==> config.mk <==
export PLATFORM = sky130hd
export DESIGN_NAME = rmbd_lane
export DESIGN_NICKNAME = d
export VERILOG_FILES = /design/src/rtl/rmbd_pkg.sv /design/src/rtl/rmbd_lane.sv
export SDC_FILE = /design/constraint.sdc
export NUM_CORES = 1
export LEC_CHECK = 0
export BUFFER_PORTS_ARGS = -buffer_cell sky130_fd_sc_hd__buf_2
export CORE_MARGIN = 2
export CORE_UTILIZATION = 38
export DETAILED_ROUTE_END_ITERATION = 12
export GPL_ROUTABILITY_DRIVEN = 0
export GPL_TIMING_DRIVEN = 0
export PLACE_DENSITY = 0.74
export SYNTH_ARGS = -nofsm -noshare
export SYNTH_HDL_FRONTEND = slang
export SYNTH_SLANG_ARGS = --single-unit
==> constraint.sdc <==
create_clock -name vclk -period 4.1
set_input_delay 0 -clock vclk [all_inputs]
set_output_delay 0 -clock vclk [all_outputs]
set_load 0.005 [all_outputs]
==> src/rtl/rmbd_pkg.sv <==
`timescale 1ns / 1ps
// Shared types, constants and helpers for the RGBA mipmap box downsampler.
package rmbd_pkg;

  localparam int MAX_WIDTH  = 2048;
  localparam int MAX_HEIGHT = 2048;

  localparam int SIZE_W     = 12;
  localparam int COL_W      = $clog2(MAX_WIDTH);
  localparam int ROW_W      = $clog2(MAX_HEIGHT);
  localparam int PAIR_DEPTH = (MAX_WIDTH + 1) / 2;
  localparam int SLOT_W     = $clog2(PAIR_DEPTH);

  localparam int NUM_CH     = 4;
  localparam int CH_W       = 8;
  localparam int PAIR_W     = CH_W + 1;
  localparam int QUAD_W     = CH_W + 2;

  localparam int CFG_IDX_W  = 2;
  localparam logic [CFG_IDX_W-1:0] REG_SRC_WIDTH  = CFG_IDX_W'(0);
  localparam logic [CFG_IDX_W-1:0] REG_SRC_HEIGHT = CFG_IDX_W'(1);

  typedef struct packed {
    logic [CH_W-1:0] red_in;
    logic [CH_W-1:0] green_in;
    logic [CH_W-1:0] blue_in;
    logic [CH_W-1:0] alpha_in;
  } in_t;

  typedef struct packed {
    logic [CH_W-1:0] red_out;
    logic [CH_W-1:0] green_out;
    logic [CH_W-1:0] blue_out;
    logic [CH_W-1:0] alpha_out;
    logic            frame_last;
  } out_t;

  typedef logic [NUM_CH-1:0][CH_W-1:0]   pix_t;
  typedef logic [NUM_CH-1:0][PAIR_W-1:0] pair_t;

  typedef struct packed {
    logic              wr_en;
    logic              rd_en;
    logic [SLOT_W-1:0] addr;
  } lb_ctl_t;

  // Out-of-range sizes: zero acts as one, anything above the maximum as the maximum.
  function automatic logic [SIZE_W-1:0] clamp_size(input logic [SIZE_W-1:0] v,
                                                   input logic [SIZE_W-1:0] maxv);
    logic [SIZE_W-1:0] r;
    if (v == '0) begin
      r = SIZE_W'(1);
    end else if (v > maxv) begin
      r = maxv;
    end else begin
      r = v;
    end
    return r;
  endfunction

endpackage

==> src/rtl/rmbd_lane.sv <==
`timescale 1ns / 1ps
// One color channel lane: horizontal pair sum and final 2x2 truncated average.
module rmbd_lane (
  input  logic [rmbd_pkg::CH_W-1:0]   hold_in,
  input  logic [rmbd_pkg::CH_W-1:0]   px_in,
  output logic [rmbd_pkg::PAIR_W-1:0] pair_sum,
  input  logic [rmbd_pkg::PAIR_W-1:0] upper_pair,
  input  logic [rmbd_pkg::CH_W-1:0]   s1_hold,
  input  logic [rmbd_pkg::CH_W-1:0]   s1_px,
  output logic [rmbd_pkg::CH_W-1:0]   avg
);

  logic [rmbd_pkg::QUAD_W-1:0] quad_sum;

  assign pair_sum = {1'b0, hold_in} + {1'b0, px_in};

  assign quad_sum = {1'b0, upper_pair} + {2'b00, s1_hold} + {2'b00, s1_px};
  // Divide by four and truncate.
  assign avg      = quad_sum[rmbd_pkg::QUAD_W-1:2];

endmodule

Word-level counts from Yosys, hierarchy flattened:

Cells that the tools add are included.

* bits in registers: 0
* bits of input ports: 41
* logic and storage cells: 3

* add/subtract/negate cells: 3

Operators by type and width (number)
* $add A10 B8 Y10: 1
* $add A9 B8 Y10: 1
* $add A8 B8 Y9: 1

Depth between registers and ports, before layout:

Gate-level depths: netlist of the first run.

* depth in word-level cells: 2
* mapped depth: 8
* mapped depth without buffers: 8

Least setup slack after synthesis of the first run:

OpenSTA, ideal clock, no wires.

* path type: input to output
* start point: input upper_pair[1] in the netlist's numbering
* end point: output avg[7] in the netlist's numbering
* data arrival time: 1.754 ns
* slack: 2.346 ns
* stages: 8
* buffers on the path: 0
* cells stage by stage: inv_1 > fa_1 > nor2_1 > fa_1 > a21o_1 > a21oi_2 > o21ai_1 > o41a_1

* word-level cells in the longest chain between the ends: 2

Ends and longest elaborated chain
* start, declared: line rmbd_lane.sv:7 `input logic [rmbd_pkg::PAIR_W-1:0] upper_pair,`
* $add A9 B8 Y10: line rmbd_lane.sv:17 `assign quad_sum = {1'b0, upper_pair} + {2'b00, s1_hold} + {2'b00, s1_px};`
* $add A10 B8 Y10: line rmbd_lane.sv:17
* end, declared: line rmbd_lane.sv:10 `output logic [rmbd_pkg::CH_W-1:0] avg`

No other way between the ends.

Final worst setup path of the first run:

Ends and elaborated chain as after synthesis.

==> summary.md, run 1 <==
| Metric | Value |
|---|---|
| Max Cap Viol | 0 |
| P_leak | ~0.60 nW |
| Hold WC Path Type | in -> out |
| Critical path, cell by cell | buf_2 > inv_1 > fa_1 > nor2_1 > fa_1 > a21o_1 > a21oi_2 > o21ai_1 > o41a_1 > buf_2 |
| Top-area cell type share of the netlist area | 0.252 |
| Top Ports | 58 |
| Placed cell count | approximately 180 |
| Total track usage | 0.142 |
| CP required | about 4000 ps |
| DR pass1 iterations | 4 |
| PwrDens | ~210 mW/mm2 |
| Die Ht | a little under 50 um |
| Die X | slightly below 50 um |
| Synth top cells by count | ha_1 (16), fa_1 (9), nor2_1 (9) |
| Nets@finish | approximately 220 |
| Outcome | finished, final reports clean |
| Starting DRT DRC Count | 8 |
| Max frequency | a little under 500 MHz |
| Post-CTS resize count | 0 |
| Overflow after GRT | 0 |
| Peak supply drop | 0.108 mV |
| Synth area leader | ha_1 |
| Dpl hpwl | about 1.7 mm |
| Unrepaired setup endpoints after global routing | no |
| Hold slack | 274 ps |
| Slew Viols, Final | 0 |
| Arr. time, crit path | roughly 2100 ps |
| Synth top area cells | ha_1 (25%), fa_1 (23%), xor2_1 (6.6%) |
| Final setup viols | 0 |
| Final min period | between 2000 and 2500 ps |
| Setup ws final | just over 2000 ps |
| Initial core utilization | 0.405 |
| Critical Path Sink Type | output port |
| Setup Total Neg Slack | 0 ps |
| Clock buf count | 0 |
| Slew margin rel. | 0.798 |
| Remaining DRCs | 0 |
| Synth Net Count | 157 |
| Number of diodes | 0 |
| Synth cell types | 24 |
| Post-CTS Repair Setup Buffers | 0 |
| Wire per inst | 10.3 um |
| Worst path top cell family by delay | adder cells |
| Count leader, synth | ha_1 |
| Maximum fanout along the worst path | 3 |
| Layout cell share with drive strength beyond 1 | 0.423 |
| IO Port Bufs | 58 |
| First-pass GRT wire length | between 2 and 3 mm |
| Pin count of the biggest net entering global routing | 7 |
| Antenna violations before repair | 0 |
| Number of global-route vias before repair | 781 |
| Post-Layout Cell Count | about 180 |
| Hold buffer count at CTS | 0 |
| Flip-flop and latch count | 0 |
| Syn_area_per_cell | 8.73 um2 |
| Vias per inst | about 4.9 |
| Core Area | between 0.0015 and 0.002 mm2 |
| Total area of sequential cells | 0 um2 |
| Cells after Synth | a little over 90 |
| Post-Place Setup Slack | just over 2000 ps |
| Period utilization | 0.503 |
| Final hold vios | 0 |
| Rows | 16 |
| CP bufs+invs | 3 |
| Largest stage delay on the critical path | between 500 and 600 ps |
| Via count | 860 |
| Routed WL | roughly 1.8 mm |
| Slowest CP cell | fa_1 |
| Sequential area share after synthesis | 0 |
| WS Path Type | in -> out |
| Die area | about 0.0025 mm2 |
| Antenna-violating nets left | 0 |
| Worst Tran Pin Value | approximately 300 ps |
| Synth-to-layout area growth | 40.8% |
| Crit path launch type | input port |
| Cell Area, Synth | just under 800 um2 |
| Ys Warns | 0 |
-- stage by stage --
step	area, um2	utilization	power [mW]
5_1_grt	1120	0.570	0.267
4_1_cts	1120	0.570	0.242
3_5_place_dp	1120	0.570	0.241
6_report	1120	0.570	0.239
2_1_floorplan	795	-	0.151
3_3_place_gp	1120	0.570	0.234
-- area by class of cell --
class | count | area [um2]
Timing Repair Buffer | 58 | 290
Fill cell | 214 | 843
Tap cell | 27 | 33.8
Multi-Input combinational cell | 84 | 768
Inverter | 7 | 26.3
-- final timing paths --
check	startpoint	to	slack (ps)	cells after the start
worst max-delay path	upper_pair[1]	avg[7]	2040	10
worst min-delay path	px_in[0]	pair_sum[0]	270	3
-- report_power, final --
| part | leakage, nW | switching [mW] | internal, mW |
|---|---|---|---|
| clock network | 0 | 0 | 0 |
| logic | 0.595 | 0.119 | 0.120 |
| registers | 0 | 0 | 0 |
-- cells in the final DEF (no fill, tap or decap), types with 4 or more instances in the layout --
| cell | n |
|---|---|
| nand2_1 | 7 |
| ha_1 | 16 |
| xor2_1 | 6 |
| a21oi_1 | 4 |
| inv_1 | 7 |
| buf_2 | 58 |
| fa_1 | 9 |
| nor3_1 | 4 |
| nand3_1 | 5 |
| xnor2_1 | 5 |
| nor2_1 | 9 |
-- cells by family after synthesis --
logic type / after synthesis / share of synthesized area
simple gates: 27 / 0.150
fa+ha+maj: 25 / 0.479
compound gates: 21 / 0.217
xor+xnor: 11 / 0.121
buf+inv: 7 / 0.0331
-- layer usage --
layer	routed length [um]	vias up	track usage
li1	-	447	-
met5	0	-	0
met1	815	378	0.188
met2	860	35	0.260
met4	0	0	0
met3	144	0	0.0182
No activity file was read; power rests on OpenSTA's default activity.
==> run 2: changes to the inputs <==
--- a/config.mk
+++ b/config.mk
@@ -11,7 +11,7 @@
 export DETAILED_ROUTE_END_ITERATION = 12
 export GPL_ROUTABILITY_DRIVEN = 0
 export GPL_TIMING_DRIVEN = 0
-export PLACE_DENSITY = 0.74
+export PLACE_DENSITY = 0.77
 export SYNTH_ARGS = -nofsm -noshare
 export SYNTH_HDL_FRONTEND = slang
 export SYNTH_SLANG_ARGS = --single-unit
==> constraint.sdc (replaced) <==
create_clock -name vclk -period 1.8
set_input_delay 0 -clock vclk [all_inputs]
set_output_delay 0 -clock vclk [all_outputs]
set_load 0.005 [all_outputs]
==> summary.md, run 2 (synthesis gave the netlist of run 1 again) <==
| Metric | Value |
|---|---|
| Failing checks | negative setup slack |
| Starting DRT DRC Count | 22 (+14) |
| Critical Path Source | upper_pair[1] |
| Core Area | 0.00196 mm2 (unchanged) |
| Post-Place Setup Slack | -266 ps (-2300 ps) |
| Commonest non-fill, non-tap cells in the layout | buf_2 (56), ha_1 (15), nor2_1 (8), fa_1 (8), nand2_1 (7) |
| DR pass1 iterations | 4 (unchanged) |
| Worst Tran Pin Value | 283 ps (-16.5 ps) |
| Final setup viols | 4 (+4) |
| Die Ht | 49.7 um (unchanged) |
| Post-Layout Cell Count | 179 (+1.7%) |
| Vias per inst | 5.24 (+7.2%) |
| CP required | 1800 ps (-2300 ps) |
| Max frequency | 513 MHz |
| Die area | 0.00247 mm2 (unchanged) |
| Critical Path Sink Type | output port |
| Hold worst-path end | pair_sum[0] |
| IO Port Bufs | 58 (unchanged) |
| Outcome | finished with violations |
| Synth-to-layout area growth | 50.6% |
| Period utilization | 1.08 |
| Maximum fanout along the worst path | 2 (-1) |
| Hold buffer count at CTS | 0 (unchanged) |
| PwrDens | 521 mW/mm2 (+140%) |
| Placed cell count | 176 (unchanged) |
| Final min period | ~2000 ps |
| Hold WC Path Type | in -> out |
| Hold slack | 290 ps (+16.2 ps) |
| Final hold vios | 0 (unchanged) |
| Crit path launch type | input port |
| Overflow after GRT | 0 (unchanged) |
| Arr. time, crit path | 1950 ps (-110 ps) |
| Hold path startpoint | px_in[0] |
| Number of global-route vias before repair | 922 (+18%) |
| Nets@finish | 220 (+1.4%) |
| Total area of sequential cells | 0 um2 (unchanged) |
| Wire per inst | 12.4 um (+20%) |
| Flip-flop and latch count | 0 (unchanged) |
| PnR Total Power | 624 uW (+160%) |
| Top Ports | 58 (unchanged) |
| Slew Viols, Final | 0 (unchanged) |
| Max Cap Viol | 0 (unchanged) |
| Die X | 49.7 um (unchanged) |
| Worst Hold Depth | 3 (unchanged) |
| Layout cell share with drive strength beyond 1 | 0.493 (+0.0706) |
| Clock buf count | 0 (unchanged) |
| Number of diodes | 0 (unchanged) |
| Setup ws final | -150 ps (-2190 ps) |
| Via count | 938 (+9.1%) |
| WS Path Type | in -> out |
| Remaining DRCs | 0 (unchanged) |
| Initial core utilization | 0.405 (unchanged) |
| Antenna violations before repair | 0 (unchanged) |
| Pin count of the biggest net entering global routing | 7 (unchanged) |
| Peak supply drop | 0.390 mV (+260%) |
| Slew margin rel. | 0.809 (+0.0111) |
| Total track usage | 0.174 (+0.0321) |
| Commonest non-fill, non-tap cell in the layout | buf_2 |
| Dpl hpwl | 1.91 mm (+12%) |
| P_leak | 0.620 nW (+4.2%) |
| Unrepaired setup endpoints after global routing | yes |
| Final Util | 0.610 (+0.0395) |
| Rows | 16 (unchanged) |
| Routed WL | 2.22 mm (+22%) |
| Antenna-violating nets left | 0 (unchanged) |
| First-pass GRT wire length | 3.61 mm (+21%) |
run 2: area by class of cell:
class	count	area, um2
inverter	7	28.8
multi-input combinational	84	805
tap	27	33.8
timing repair buffer	61	329
fill	186	766
run 2: worst max path at each step:
stage | endpoint | slack, ps | cells after the start
2_1_floorplan | avg[7] | 50 | 8
3_3_place_gp | avg[7] | -230 | 10
3_5_place_dp | avg[7] | -270 | 10
4_1_cts | avg[7] | -140 | 10
5_1_grt | avg[7] | -220 | 10
6_report | avg[7] | -150 | 10
run 2: power by group:
part	switching (mW)	internal (mW)	total, mW
logic	0.303	0.321	0.624
registers	0	0	0
clock network	0	0	0
total	0.303	0.321	0.624
run 2: through the flow:
stage               setup TNS, ps  instance area [um2]
floorplan                       0                  795
global placement             -390                 1120
detailed placement           -476                 1120
CTS                          -179                 1160
global route                 -715                 1200
finish                       -417                 1200
run 2: routing by layer:
metal	vias up	GRT usage	routed length (um)
li1	452	-	-
met1	447	0.197	831
met2	35	0.347	1240
met3	4	0.0212	121
met4	0	0.0278	29
met5	-	0	0
run 2: repair_timing:
action / 4_1_cts / 5_1_grt
gates resized for setup: 7 / 7
pin swaps: 4 / 2
buffers inserted: 3 / 2
endpoints found under the hold margin: 0 / 0
cloned: 0 / 0
endpoints found under the setup margin: 5 / 5
run 2: worst max-delay path: stages:
cell and delay [ps]:
buf_6 80, inv_4 30, fa_1 570, nor2_2 60
fa_2 340, a21o_1 180, a21oi_2 180, o21ai_1 100
o41a_1 300, buf_2 130
==> run 3: changes to the inputs <==
--- a/config.mk
+++ b/config.mk
@@ -5,13 +5,14 @@
 export SDC_FILE = /design/constraint.sdc
 export NUM_CORES = 1
 export LEC_CHECK = 0
-export BUFFER_PORTS_ARGS = -buffer_cell sky130_fd_sc_hd__buf_2
+export BUFFER_PORTS_ARGS = -buffer_cell sky130_fd_sc_hd__buf_4
 export CORE_MARGIN = 2
 export CORE_UTILIZATION = 38
 export DETAILED_ROUTE_END_ITERATION = 12
 export GPL_ROUTABILITY_DRIVEN = 0
 export GPL_TIMING_DRIVEN = 0
 export PLACE_DENSITY = 0.77
+export RECOVER_POWER = 50
 export SYNTH_ARGS = -nofsm -noshare
 export SYNTH_HDL_FRONTEND = slang
 export SYNTH_SLANG_ARGS = --single-unit
==> summary.md, run 3 (synthesis gave the netlist of run 1 again) <==
| Metric | Value |
|---|---|
| Worst path top cell family by delay | adder cells |
| Placed cell count | 176 (unchanged) |
| Commonest non-fill, non-tap cells in the layout | buf_4 (55), ha_1 (15), nor2_1 (9) |
| Unrepaired setup endpoints after global routing | yes |
| Die area | 0.00247 mm2 (unchanged) |
| CP bufs+invs | 3 (unchanged) |
| CP required | 1800 ps (about the same) |
| Peak supply drop | 0.427 mV (+9.6%) |
| Slew margin rel. | 0.788 (-0.0215) |
| Clock buf count | 0 (unchanged) |
| Dpl hpwl | 2.01 mm (+4.9%) |
| PnR Total Power | 714 uW (+14%) |
| Largest stage delay on the critical path | 560 ps (about the same) |
| Wire per inst | 12.6 um (+1.8%) |
| Final min period | 1950 ps (+1.16 ps) |
| Period utilization | 1.08 (about the same) |
| Area after DPL | 0.00126 mm2 (+13%) |
| Hold path startpoint | px_in[0] |
| Antenna violations before repair | 0 (unchanged) |
| Crit path launch type | input port |
| Commonest non-fill, non-tap cell in the layout | buf_4 |
| Overflow after GRT | 0 (unchanged) |
| First-pass GRT wire length | 3.56 mm (-1.3%) |
| Post-Layout Cell Count | 179 (unchanged) |
| Total track usage | 0.174 (-0.000222) |
| Setup ws final | -151 ps (-1.16 ps) |
| IO Port Bufs | 58 (unchanged) |
| Arr. time, crit path | 1950 ps (about the same) |
| Worst Hold Depth | 3 (unchanged) |
| Hold buffer count at CTS | 0 (unchanged) |
| Via count | 916 (-2.3%) |
| Hold worst-path end | pair_sum[0] |
| PwrDens | 532 mW/mm2 (+2.0%) |
| Max frequency | 512 MHz (about the same) |
| Worst Tran Pin Value | 317 ps (+33.9 ps) |
| Top Ports | 58 (unchanged) |
| Final instance area | 0.00134 mm2 (+12%) |
| Rows | 16 (unchanged) |
| Final setup viols | 3 (-1) |
| Critical Path Source | s1_px[1] |
| Initial core utilization | 0.405 (unchanged) |
| Outcome | finished with violations |
| Die X | 49.7 um (unchanged) |
| Nets@finish | 220 (unchanged) |
| Failing checks | negative setup slack |
| Slowest CP cell | fa_1 |
| Critical path, cell by cell | buf_8 > inv_4 > fa_1 > nor2_1 > fa_2 > a21o_1 > a21oi_2 > o21ai_1 > o41a_1 > buf_4 |
| Max Cap Viol | 0 (unchanged) |
| Remaining DRCs | 0 (unchanged) |
| WS Path Type | in -> out |
| P_leak | 0.668 nW (+7.7%) |
| Final hold vios | 0 (unchanged) |
| Hold WC Path Type | in -> out |
| Die Ht | 49.7 um (unchanged) |
| Flip-flop and latch count | 0 (unchanged) |
| Total area of sequential cells | 0 um2 (unchanged) |
| DR pass1 iterations | 4 (unchanged) |
| Routed WL | 2.26 mm (+1.8%) |
| Post-Place Setup Slack | -284 ps (-18.7 ps) |
| Setup Total Neg Slack | -275 ps (+142 ps) |
| Layout cell share with drive strength beyond 1 | 0.480 (-0.0132) |
| Vias per inst | 5.12 (-2.3%) |
| Final Util | 0.684 (+0.0740) |
| Slew Viols, Final | 0 (unchanged) |
| Core Area | 0.00196 mm2 (unchanged) |
| Hold slack | 300 ps (+10.4 ps) |
| Pin count of the biggest net entering global routing | 7 (unchanged) |
| Critical Path Sink Type | output port |
| Antenna-violating nets left | 0 (unchanged) |
| Maximum fanout along the worst path | 3 (+1) |
| Number of global-route vias before repair | 875 (-5.1%) |
| Synth-to-layout area growth | 68.8% |
| Number of diodes | 0 (unchanged) |
| Starting DRT DRC Count | 12 (-45%) |
-- run 3: cell types whose count changed in the layout (fill, tap and decap cells not counted), moves of 2 or more --
cell | previous run | this run
buf_2 | 56 | 0
clkbuf_4 | 0 | 5
a21oi_2 | 4 | 2
buf_4 | 2 | 55
buf_6 | 3 | 0
-- run 3: metal layers --
layer  share of wire  wire length, um  vias up  global-route usage
met1            0.36              810      434               0.204
met5               0                0        -                   0
met2            0.59             1340       30               0.356
li1                -                -      450                   -
met4          0.0080               18        0              0.0139
met3           0.043               97        2             0.00606
-- run 3: area by class of cell --
cell class,instances,area [um2]
fill,171,621
inverter,7,28.8
multi-input combinational,84,813
tap,27,33.8
timing repair buffer,61,465
-- run 3: worst max-delay path by stage --
stage / end / slack, ps / cells after the start
floorplan: avg[7] / 50 / 8
global placement: avg[7] / -260 / 10
detailed placement: avg[7] / -280 / 10
CTS: avg[7] / -160 / 10
global route: avg[7] / -240 / 10
finish: avg[7] / -150 / 10
-- run 3: power by group --
group          switching (mW)  internal (mW)
Clock                       0              0
Sequential                  0              0
Combinational           0.312          0.402
-- run 3: what timing repair did --
item	in CTS	in global routing
setup endpoints to repair	5	6
resized for setup	8	5
cloned	0	0
buffers inserted	4	0
pin swaps	3	2
-- run 3: worst min-delay path, cell delays in order --
cell and delay (ps):
buf_4 80, ha_1 100, clkbuf_4 120
